## src/design/pfe_pkg.sv

```systemverilog
// shared widths, letter codes, key square types and reset key for the playfair encryptor
package pfe_pkg;

    localparam int SIDE     = 5;
    localparam int CODE_W   = 5;
    localparam int POS_W    = 3;
    localparam int ROW_W    = SIDE * CODE_W;
    localparam int CHAR_W   = 8;
    localparam int CIPHER_W = 7;
    localparam int CFG_IDX_W = 3;

    typedef logic [CODE_W-1:0]   t_code;
    typedef logic [POS_W-1:0]    t_pos;
    typedef logic [ROW_W-1:0]    t_key_row;
    typedef logic [SIDE-1:0][ROW_W-1:0] t_key_sq;
    typedef logic [CIPHER_W-1:0] t_cipher;

    // letter codes, A is zero
    localparam t_code CODE_X = t_code'(23);
    localparam t_code CODE_J = t_code'(9);
    localparam t_code CODE_I = t_code'(8);

    // square MFHIK / UNOPQ / ZVWXY / ELARG / DSTBC
    localparam t_key_row KEY_ROW_0_RST = t_key_row'(10755244);
    localparam t_key_row KEY_ROW_1_RST = t_key_row'(17283508);
    localparam t_key_row KEY_ROW_2_RST = t_key_row'(25942713);
    localparam t_key_row KEY_ROW_3_RST = t_key_row'(6848868);
    localparam t_key_row KEY_ROW_4_RST = t_key_row'(2149955);

    // configuration register indexes
    localparam logic [CFG_IDX_W-1:0] REG_KEY_ROW_0 = 3'd0;
    localparam logic [CFG_IDX_W-1:0] REG_KEY_ROW_1 = 3'd1;
    localparam logic [CFG_IDX_W-1:0] REG_KEY_ROW_2 = 3'd2;
    localparam logic [CFG_IDX_W-1:0] REG_KEY_ROW_3 = 3'd3;
    localparam logic [CFG_IDX_W-1:0] REG_KEY_ROW_4 = 3'd4;

    // ascii of uppercase A
    localparam t_cipher ASCII_A = t_cipher'(65);

endpackage

```

## src/design/pfe_if.sv

```systemverilog
// stream and configuration channel interfaces for the playfair encryptor

// plaintext words
interface pfe_in_if;
    logic                         valid;
    logic                         ready;
    logic [pfe_pkg::CHAR_W-1:0]   in_char;
    logic                         end_of_text;
    modport source (output valid, output in_char, output end_of_text, input ready);
    modport sink   (input valid, input in_char, input end_of_text, output ready);
endinterface

// ciphertext pair words
interface pfe_out_if;
    logic              valid;
    logic              ready;
    pfe_pkg::t_cipher  cipher_first;
    pfe_pkg::t_cipher  cipher_second;
    modport source (output valid, output cipher_first, output cipher_second, input ready);
    modport sink   (input valid, input cipher_first, input cipher_second, output ready);
endinterface

// register write words
interface pfe_cfg_if;
    logic                           valid;
    logic                           ready;
    logic [pfe_pkg::CFG_IDX_W-1:0]  index;
    pfe_pkg::t_key_row              data;
    modport source (output valid, output index, output data, input ready);
    modport sink   (input valid, input index, input data, output ready);
endinterface

```

## src/design/playfair_stream_encrypt_unit.sv

```systemverilog
// top level of the playfair stream encryptor: letter pairing, key registers, output stage
// One plaintext word is accepted every cycle; ready drops only when both the pair
// register and the output register hold words and the output side is stalled.
// A word that completes a digraph (a second letter, a doubled letter, or end of text
// with a letter pending) comes out as one ciphertext pair: folding and pairing go into
// the pair register, then the key square lookup and the playfair rules go into the
// output register. Other words give no result.
// Key rows are written through the configuration channel, which is always ready; a write
// to an index beyond row 4 is dropped. Keys must be written only while the block is idle.
module playfair_stream_encrypt_unit (
    input  logic       i_clk,
    input  logic       i_rst_n,
    pfe_in_if.sink     i_in,
    pfe_out_if.source  o_out,
    pfe_cfg_if.sink    i_cfg
);
    import pfe_pkg::*;

    t_key_sq r_key;
    logic    r_pend_valid, n_pend_valid;
    t_code   r_pend_letter, n_pend_letter;
    logic    r_pair_valid;
    t_code   r_pair_first, r_pair_second;
    t_code   n_pair_first, n_pair_second;
    logic    n_pair_emit;
    logic    r_out_valid;
    t_cipher r_out_first, r_out_second;
    t_cipher ciph_first, ciph_second;
    logic    in_accept, pair_move, is_upper, is_lower;
    t_code   letter;

    // key row writes
    assign i_cfg.ready = 1'b1;

    always_ff @(posedge i_clk) begin
        if (!i_rst_n) begin
            r_key[0] <= KEY_ROW_0_RST;
            r_key[1] <= KEY_ROW_1_RST;
            r_key[2] <= KEY_ROW_2_RST;
            r_key[3] <= KEY_ROW_3_RST;
            r_key[4] <= KEY_ROW_4_RST;
        end else if (i_cfg.valid) begin
            case (i_cfg.index)
                REG_KEY_ROW_0: r_key[0] <= i_cfg.data;
                REG_KEY_ROW_1: r_key[1] <= i_cfg.data;
                REG_KEY_ROW_2: r_key[2] <= i_cfg.data;
                REG_KEY_ROW_3: r_key[3] <= i_cfg.data;
                REG_KEY_ROW_4: r_key[4] <= i_cfg.data;
                default: ;
            endcase
        end
    end

    // pipeline flow control
    assign pair_move  = r_pair_valid && (!r_out_valid || o_out.ready);
    assign i_in.ready = !r_pair_valid || pair_move;
    assign in_accept  = i_in.valid && i_in.ready;

    // fold case and map J to I
    assign is_upper = (i_in.in_char >= 8'd65) && (i_in.in_char <= 8'd90);
    assign is_lower = (i_in.in_char >= 8'd97) && (i_in.in_char <= 8'd122);

    always_comb begin
        if (is_lower) begin
            letter = t_code'(i_in.in_char - 8'd97);
        end else begin
            letter = t_code'(i_in.in_char - 8'd65);
        end
        if (letter == CODE_J) begin
            letter = CODE_I;
        end
    end

    // digraph forming
    always_comb begin
        n_pend_valid  = r_pend_valid;
        n_pend_letter = r_pend_letter;
        n_pair_emit   = 1'b0;
        n_pair_first  = r_pend_letter;
        n_pair_second = CODE_X;
        if (i_in.end_of_text) begin
            if (r_pend_valid) begin
                n_pair_emit   = 1'b1;
                n_pend_valid  = 1'b0;
                n_pend_letter = '0;
            end
        end else if (is_upper || is_lower) begin
            if (!r_pend_valid) begin
                n_pend_valid  = 1'b1;
                n_pend_letter = letter;
            end else if (letter == r_pend_letter) begin
                n_pair_emit = 1'b1;
            end else begin
                n_pair_emit   = 1'b1;
                n_pair_second = letter;
                n_pend_valid  = 1'b0;
                n_pend_letter = '0;
            end
        end
    end

    // pending letter and pair register
    always_ff @(posedge i_clk) begin
        if (!i_rst_n) begin
            r_pend_valid  <= 1'b0;
            r_pend_letter <= '0;
            r_pair_valid  <= 1'b0;
        end else begin
            if (in_accept) begin
                r_pend_valid  <= n_pend_valid;
                r_pend_letter <= n_pend_letter;
                r_pair_valid  <= n_pair_emit;
            end else if (pair_move) begin
                r_pair_valid <= 1'b0;
            end
        end
    end

    always_ff @(posedge i_clk) begin
        if (in_accept && n_pair_emit) begin
            r_pair_first  <= n_pair_first;
            r_pair_second <= n_pair_second;
        end
    end

    // key square lookup and encipher
    pfe_cipher u_cipher (
        .i_key    (r_key),
        .i_first  (r_pair_first),
        .i_second (r_pair_second),
        .o_first  (ciph_first),
        .o_second (ciph_second)
    );

    // output register
    always_ff @(posedge i_clk) begin
        if (!i_rst_n) begin
            r_out_valid <= 1'b0;
        end else if (pair_move) begin
            r_out_valid <= 1'b1;
        end else if (o_out.ready) begin
            r_out_valid <= 1'b0;
        end
    end

    always_ff @(posedge i_clk) begin
        if (pair_move) begin
            r_out_first  <= ciph_first;
            r_out_second <= ciph_second;
        end
    end

    assign o_out.valid         = r_out_valid;
    assign o_out.cipher_first  = r_out_first;
    assign o_out.cipher_second = r_out_second;

endmodule

```

## src/design/pfe_cipher.sv

```systemverilog
// playfair digraph encipher: key square lookup and row, column, rectangle rules
module pfe_cipher (
    input  pfe_pkg::t_key_sq i_key,
    input  pfe_pkg::t_code   i_first,
    input  pfe_pkg::t_code   i_second,
    output pfe_pkg::t_cipher o_first,
    output pfe_pkg::t_cipher o_second
);
    import pfe_pkg::*;

    t_pos  ra, ca, rb, cb;
    t_pos  sel_ra, sel_ca, sel_rb, sel_cb;
    t_code code_a, code_b;

    // wrap to the next row or column
    function automatic t_pos next_pos(input t_pos p);
        next_pos = (p == t_pos'(SIDE - 1)) ? '0 : p + t_pos'(1);
    endfunction

    // locate both letters, first match in row-major order wins, no match is 0,0
    always_comb begin
        ra = '0;
        ca = '0;
        rb = '0;
        cb = '0;
        for (int r = SIDE - 1; r >= 0; r--) begin
            for (int c = SIDE - 1; c >= 0; c--) begin
                if (i_key[r][c*CODE_W +: CODE_W] == i_first) begin
                    ra = t_pos'(r);
                    ca = t_pos'(c);
                end
                if (i_key[r][c*CODE_W +: CODE_W] == i_second) begin
                    rb = t_pos'(r);
                    cb = t_pos'(c);
                end
            end
        end
    end

    // pick the output cells by the playfair rules
    always_comb begin
        if (ra == rb) begin
            sel_ra = ra;
            sel_ca = next_pos(ca);
            sel_rb = rb;
            sel_cb = next_pos(cb);
        end else if (ca == cb) begin
            sel_ra = next_pos(ra);
            sel_ca = ca;
            sel_rb = next_pos(rb);
            sel_cb = cb;
        end else begin
            sel_ra = ra;
            sel_ca = cb;
            sel_rb = rb;
            sel_cb = ca;
        end
    end

    assign code_a = i_key[sel_ra][sel_ca*CODE_W +: CODE_W];
    assign code_b = i_key[sel_rb][sel_cb*CODE_W +: CODE_W];

    // codes to ascii, codes above Z pass through as 91..96
    assign o_first  = ASCII_A + t_cipher'(code_a);
    assign o_second = ASCII_A + t_cipher'(code_b);

endmodule
```

## src/flat_wrapper.sv

```systemverilog
// flat-port wrapper written by rule: the top's interface ports become plain ports
module playfair_stream_encrypt_unit_flat import pfe_pkg::*;
  (i_clk, i_rst_n, i_in_valid, i_in_in_char, i_in_end_of_text, i_in_ready, o_out_valid, o_out_cipher_first, o_out_cipher_second, o_out_ready, i_cfg_valid, i_cfg_index, i_cfg_data, i_cfg_ready);
  pfe_in_if i_in_i ();
  pfe_out_if o_out_i ();
  pfe_cfg_if i_cfg_i ();
  input  logic i_clk;
  input  logic i_rst_n;
  input wire logic [$bits(i_in_i.valid)-1:0] i_in_valid;
  input wire logic [$bits(i_in_i.in_char)-1:0] i_in_in_char;
  input wire logic [$bits(i_in_i.end_of_text)-1:0] i_in_end_of_text;
  output wire logic [$bits(i_in_i.ready)-1:0] i_in_ready;
  output wire logic [$bits(o_out_i.valid)-1:0] o_out_valid;
  output wire logic [$bits(o_out_i.cipher_first)-1:0] o_out_cipher_first;
  output wire logic [$bits(o_out_i.cipher_second)-1:0] o_out_cipher_second;
  input wire logic [$bits(o_out_i.ready)-1:0] o_out_ready;
  input wire logic [$bits(i_cfg_i.valid)-1:0] i_cfg_valid;
  input wire logic [$bits(i_cfg_i.index)-1:0] i_cfg_index;
  input wire logic [$bits(i_cfg_i.data)-1:0] i_cfg_data;
  output wire logic [$bits(i_cfg_i.ready)-1:0] i_cfg_ready;
  assign i_in_i.valid = i_in_valid;
  assign i_in_i.in_char = i_in_in_char;
  assign i_in_i.end_of_text = i_in_end_of_text;
  assign i_in_ready = i_in_i.ready;
  assign o_out_valid = o_out_i.valid;
  assign o_out_cipher_first = o_out_i.cipher_first;
  assign o_out_cipher_second = o_out_i.cipher_second;
  assign o_out_i.ready = o_out_ready;
  assign i_cfg_i.valid = i_cfg_valid;
  assign i_cfg_i.index = i_cfg_index;
  assign i_cfg_i.data = i_cfg_data;
  assign i_cfg_ready = i_cfg_i.ready;
  playfair_stream_encrypt_unit u_core (.i_clk(i_clk), .i_rst_n(i_rst_n), .i_in(i_in_i), .o_out(o_out_i), .i_cfg(i_cfg_i));
endmodule
```

## config.mk

```make
export PLATFORM = sky130hd
export DESIGN_NAME = playfair_stream_encrypt_unit_flat
export DESIGN_NICKNAME = d
export VERILOG_FILES = /design/src/design/pfe_pkg.sv /design/src/design/pfe_if.sv /design/src/design/playfair_stream_encrypt_unit.sv /design/src/design/pfe_cipher.sv /design/src/flat_wrapper.sv
export SDC_FILE = /design/constraint.sdc
export NUM_CORES = 1
export LEC_CHECK = 0
export BUFFER_PORTS_ARGS = -buffer_cell sky130_fd_sc_hd__buf_2
export CAP_MARGIN = 20
export CORE_ASPECT_RATIO = 1.75
export CORE_MARGIN = 2
export CORE_UTILIZATION = 55
export CTS_BUF_LIST = sky130_fd_sc_hd__clkbuf_16
export CTS_CLUSTER_DIAMETER = 80
export DETAILED_ROUTE_END_ITERATION = 12
export PLACE_DENSITY = 0.72
export REMOVE_ABC_BUFFERS = 1
export SYNTH_ARGS = -nofsm -noshare
export SYNTH_HDL_FRONTEND = slang
export SYNTH_HIERARCHICAL = 1
export SYNTH_SLANG_ARGS = --single-unit
export TNS_END_PERCENT = 50
```

## constraint.sdc

```tcl
create_clock -name i_clk -period 5.48 [get_ports i_clk]
set_clock_uncertainty 0.1 [all_clocks]
set_input_delay 0.822 -clock i_clk [delete_from_list [all_inputs] [get_ports i_clk]]
set_output_delay 0.822 -clock i_clk [all_outputs]
set_load 0.005 [all_outputs]
```

==> flow_summary.ini, run 1 <==
[clocking]
post_cts_buffers = 0
htreeDepth = 4
ctsRootBufferMaster = clkbuf_16
clock-sinks = 157
clockBufferDepth = 2
cts_buffers = 17
ctsHoldBuffers = 0

[place]
place_congestion = 1.26
dp_hpwl_um = 49500
placed_cells = 2066
dp_slack_ns = -0.176
io_buffers = 57

[logic_synthesis]
ys_types = 105
syn_avg_cell_area_um2 = 8.20
syn-cell-area_um2 = 13000
synth_top_area_share_pct = 20.4
yosys-top-cells-area = dfxtp_1 20%, xnor2_1 9.3%, nand2_1 8.5%, xor2_1 8.5%, nand3_1 5.9%
ys_ff_latch = 157
synth_largest_area_cell = dfxtp_1
async_flop_share_pct = 0
synth_edf_count = 24
yosysWarnings = 6
synthCells = 1590
seq_area_frac_synth_pct = 25.9
ys.flop_type = dfxtp_1

[floorplanning]
io-pin-count = 59
die_y_um = 208
rows = 74
die_width_um = 120
initial_utilization_pct = 55.9

[run_status]
stop_stage = global routing (5_1_grt)
error = [ERROR GRT-0116] Global routing finished with congestion. Check the congestion regions in the DRC Viewer.
status = did not finish

[global_routing]
grt_pass1_wl_um = 95600
track_usage_pct = 51.9
grt_pass1_vias = 14541
grt_max_degree = 42
grt-ovfl-total = 1
-- layer usage --
layer | GRT usage, % | GRT overflow
met1 | 51.6 | 0
met2 | 81.8 | 1
met3 | 15.7 | 0
met4 | 54.1 | 0
met5 | 0 | 0
-- repair_timing --
action	CTS
setup endpoints to repair	6
gates cloned	0
pin swaps	1
gates resized for setup	6
-- Yosys cell counts (16+ instances only) --
cell type  count
a21oi_1      105
and3_1        20
buf_4         16
buf_6         19
clkbuf_1      45
dfxtp_1      133
edfxtp_1      24
inv_1         27
mux2i_1       25
mux4_2        28
nand2_1      294
nand3_1      153
nor2_1        33
nor3_1        60
o21ai_0       48
xnor2_1      138
xor2_1       126
-- logic make-up after synthesis --
family | after synthesis | share of synthesized area (%)
AO/OA/AOI/OAI | 288 | 15.0
XOR/XNOR | 267 | 18.2
adder cells (fa/ha/maj) | 14 | 1.34
buffers and inverters | 133 | 6.72
flip-flops | 157 | 25.9
multiplexers | 59 | 7.27
other | 2 | 0.0576
AND/OR/NAND/NOR | 670 | 25.5
-- stage by stage --
stage	TNS (ns)	hold slack (ns)	util (%)	area, µm²
after floorplan	-3.42	0.327	-	12300
after global placement	-1.24	0.383	63.4	14800
after detailed placement	-0.712	0.383	63.4	14800
after CTS	0	0.400	66.0	15400
==> inputs of run 2 (changes only) <==
CORE_ASPECT_RATIO = unset   (was 1.75)
CORE_UTILIZATION = 40   (was 55)
CTS_BUF_LIST = unset   (was sky130_fd_sc_hd__clkbuf_16)
CTS_CLUSTER_DIAMETER = unset   (was 80)
PLACE_DENSITY = unset   (was 0.72)
PLACE_DENSITY_LB_ADDON = 0.15   (was unset)
==> run 2 against run 1 <==
  * The flow now finishes without violations
  * Area after synthesis did not move
  * Synthesized cell count did not move
==> flow_summary.ini, run 2 <==
[run_status]
status = finished clean

[place]
placed_area_um2 = 14800
io_buffers = 57
dp_slack_ns = 0.00165
place_congestion = 1.04
dp_hpwl_um = 44100

[logic_synthesis]
yosys.cell_count.top_type = nand2_1
synth_top_area_share_pct = 20.4
synth_commonest_cells = 294 x nand2_1, 153 x nand3_1, 138 x xnor2_1
yosys-top-cells-area = dfxtp_1 20%, xnor2_1 9.3%, nand2_1 8.5%, xor2_1 8.5%, nand3_1 5.9%
syn_avg_cell_area_um2 = 8.20
ys.flop_type = dfxtp_1
ys_types = 105
yosysWarnings = 6
seq_area_frac_synth_pct = 25.9
synth_largest_area_cell = dfxtp_1
syn-cell-area_um2 = 13000
synthCells = 1590
ys_ff_latch = 157
synth_edf_count = 24
async_flop_share_pct = 0

[sta]
relSlewSlack_pct = 35.3
post-route-period-util_pct = 95.8
max_slew.worst_pin.slew_ns = 0.964
drv_slew = 0
hold_viol_final = 0
holdWs_ns = 0.379
fin_crit_ns = 5.25
final.setup.worst_slack_ns = 0.232
setup_violations = 0
fmax_ghz = 0.191

[final_layout]
largest_reg_flops = 125
area_growth_pct = 19.7
final_cell_mix = 294 x nand2_1, 183 x buf_4, 153 x nand3_1, 138 x xnor2_1, 133 x dfxtp_1
fill_cells = 3158
top_register = u_core/r_key
final_area_um2 = 15600
layout_commonest_cell = nand2_1
fin_nets = 1823
final_layout_size_suffix_gt1_share_pct = 22.8

[pwr]
ir_worst_vdd_mv = 0.263
power.density_nw_per_um2 = 287
p_total_mw = 4.48
leakage_nw = 6.19

[clocking]
clkLatencyLatePin_ns = 0.46
clock-sinks = 157
htreeDepth = 4
cts_tree = done
ctsHoldBuffers = 0
clk_pin_slew_ns = 0.07
clockBufferDepth = 2
cts_buffers = 17
ctsRootBufferMaster = clkbuf_16

[worst_setup_path]
endpoint_kind = register
start_kind = register
crit_arrival_ns = 5.34
critPathMaxFanout = 22
worstSetupPathType = register to register
worstPathRequired_ns = 5.57

[global_routing]
use_met2_pct = 51.0
antenna_found_initial = 0
grt-busiest-layer = met2
grt_pass1_wl_um = 82600
grt-ovfl-total = 0
grt_pass1_vias = 12184
track_usage_pct = 33.5
use_met3_pct = 6.44
grtUsageMet1_pct = 46.9
grt_max_degree = 63

[floorplanning]
coreArea_um2 = 32300
io-pin-count = 59
die_y_um = 185
initial_utilization_pct = 40.4
rows = 66
die_area_um2 = 34100
die_width_um = 185

[run]
drv_cap = 0

[routing]
drt_iter0_markers = 1493
vias = 13183
drtAntennaViolNets = 0
totalWireLength_um = 56900
routedWlPerCell_um = 25.6
routed_via_density = 5.93
dr.pass1.iters = 6
remaining_drc_errors = 0

[min_path]
hold_path.class = register to register
==> run 2: cell counts after synthesis <==
Identical to the previous run, type by type.
==> run 2: kinds of logic after synthesis <==
| family | count (synthesis) | share of synthesized area, % |
|---|---|---|
| AOI/OAI and AO/OA | 288 | 15.0 |
| xor gates and xnor gates | 267 | 18.2 |
| adders and majority gates | 14 | 1.34 |
| buffers and inverters | 133 | 6.72 |
| DFF | 157 | 25.9 |
| muxes | 59 | 7.27 |
| other | 2 | 0.0576 |
| and+or+nand+nor | 670 | 25.5 |
==> run 2: layer usage <==
metal,wire length (µm),vias up
li1,-,5999
met1,24800,6397
met2,24600,704
met3,5580,83
met4,1830,0
met5,0,-
==> run 2: final timing paths <==
| path | cells past startpoint | start | to | slack (ns) |
|---|---|---|---|---|
| min | 0 | u_core/n_pair_first[2] | u_core/r_pair_first[2] | 0.38 |
| max | 20 | u_core/r_pair_first[4] | u_core/o_out.cipher_first[3] | 0.23 |
| min reg2reg | 0 | u_core/n_pair_first[2] | u_core/r_pair_first[2] | 0.38 |
| max reg2reg | 20 | u_core/r_pair_first[4] | u_core/o_out.cipher_first[3] | 0.23 |
==> run 2: what timing repair did <==
| action | 4_1_cts | 5_1_grt |
|---|---|---|
| resized for setup | 1 | 29 |
| cloned | 0 | 0 |
| setup endpoints to repair | 1 | 10 |
| pin swaps | 0 | 5 |
| buffers inserted | 0 | 8 |
==> run 2: per-stage QoR <==
stage          std cells  util, %  setup TNS (ns)
2_1_floorplan       1488        -           -3.42
3_3_place_gp        2182     45.9               0
3_5_place_dp        2182     45.9               0
4_1_cts             2214     47.7               0
5_1_grt             2222     48.3          -0.121
6_report            2223     48.3               0
==> run 2: cell type report <==
cell class	count	area [µm²]	area share (%)
Multi-Input combinational cell	1301	8950	57.3
Sequential cell	157	3380	21.7
Timing Repair Buffer	260	2040	13.1
Tap cell	442	553	3.54
Clock buffer	22	475	3.05
Inverter	30	113	0.722
Clock inverter	10	88.8	0.569
Antenna cell	1	2.50	0.0160
==> run 2: worst max-delay path: stages (launching register included) <==
cell      delay, ns
edfxtp_1       0.37
buf_4          0.22
buf_12         0.18
xnor2_1        0.13
nand3_1        0.12
nor3_4         0.08
buf_4          0.17
nor4_4         0.39
nor2_1         0.09
o311a_1        0.39
o211a_1        0.23
or3_4          0.41
buf_4          0.18
nor3_2         0.23
nor2_2         0.11
buf_12         0.18
mux2i_1        0.20
a2111o_1       0.49
o211a_1        0.24
a311oi_2       0.27
xnor2_1        0.14
==> run 2: power breakdown <==
part / total, mW / leakage (nW) / internal [mW] / switching, mW
combinational: 2.04 / 4.62 / 0.910 / 1.13
clock: 1.15 / 0.267 / 0.660 / 0.494
sequential: 1.28 / 1.30 / 1.22 / 0.0558
(Power assumes the default switching activity.)
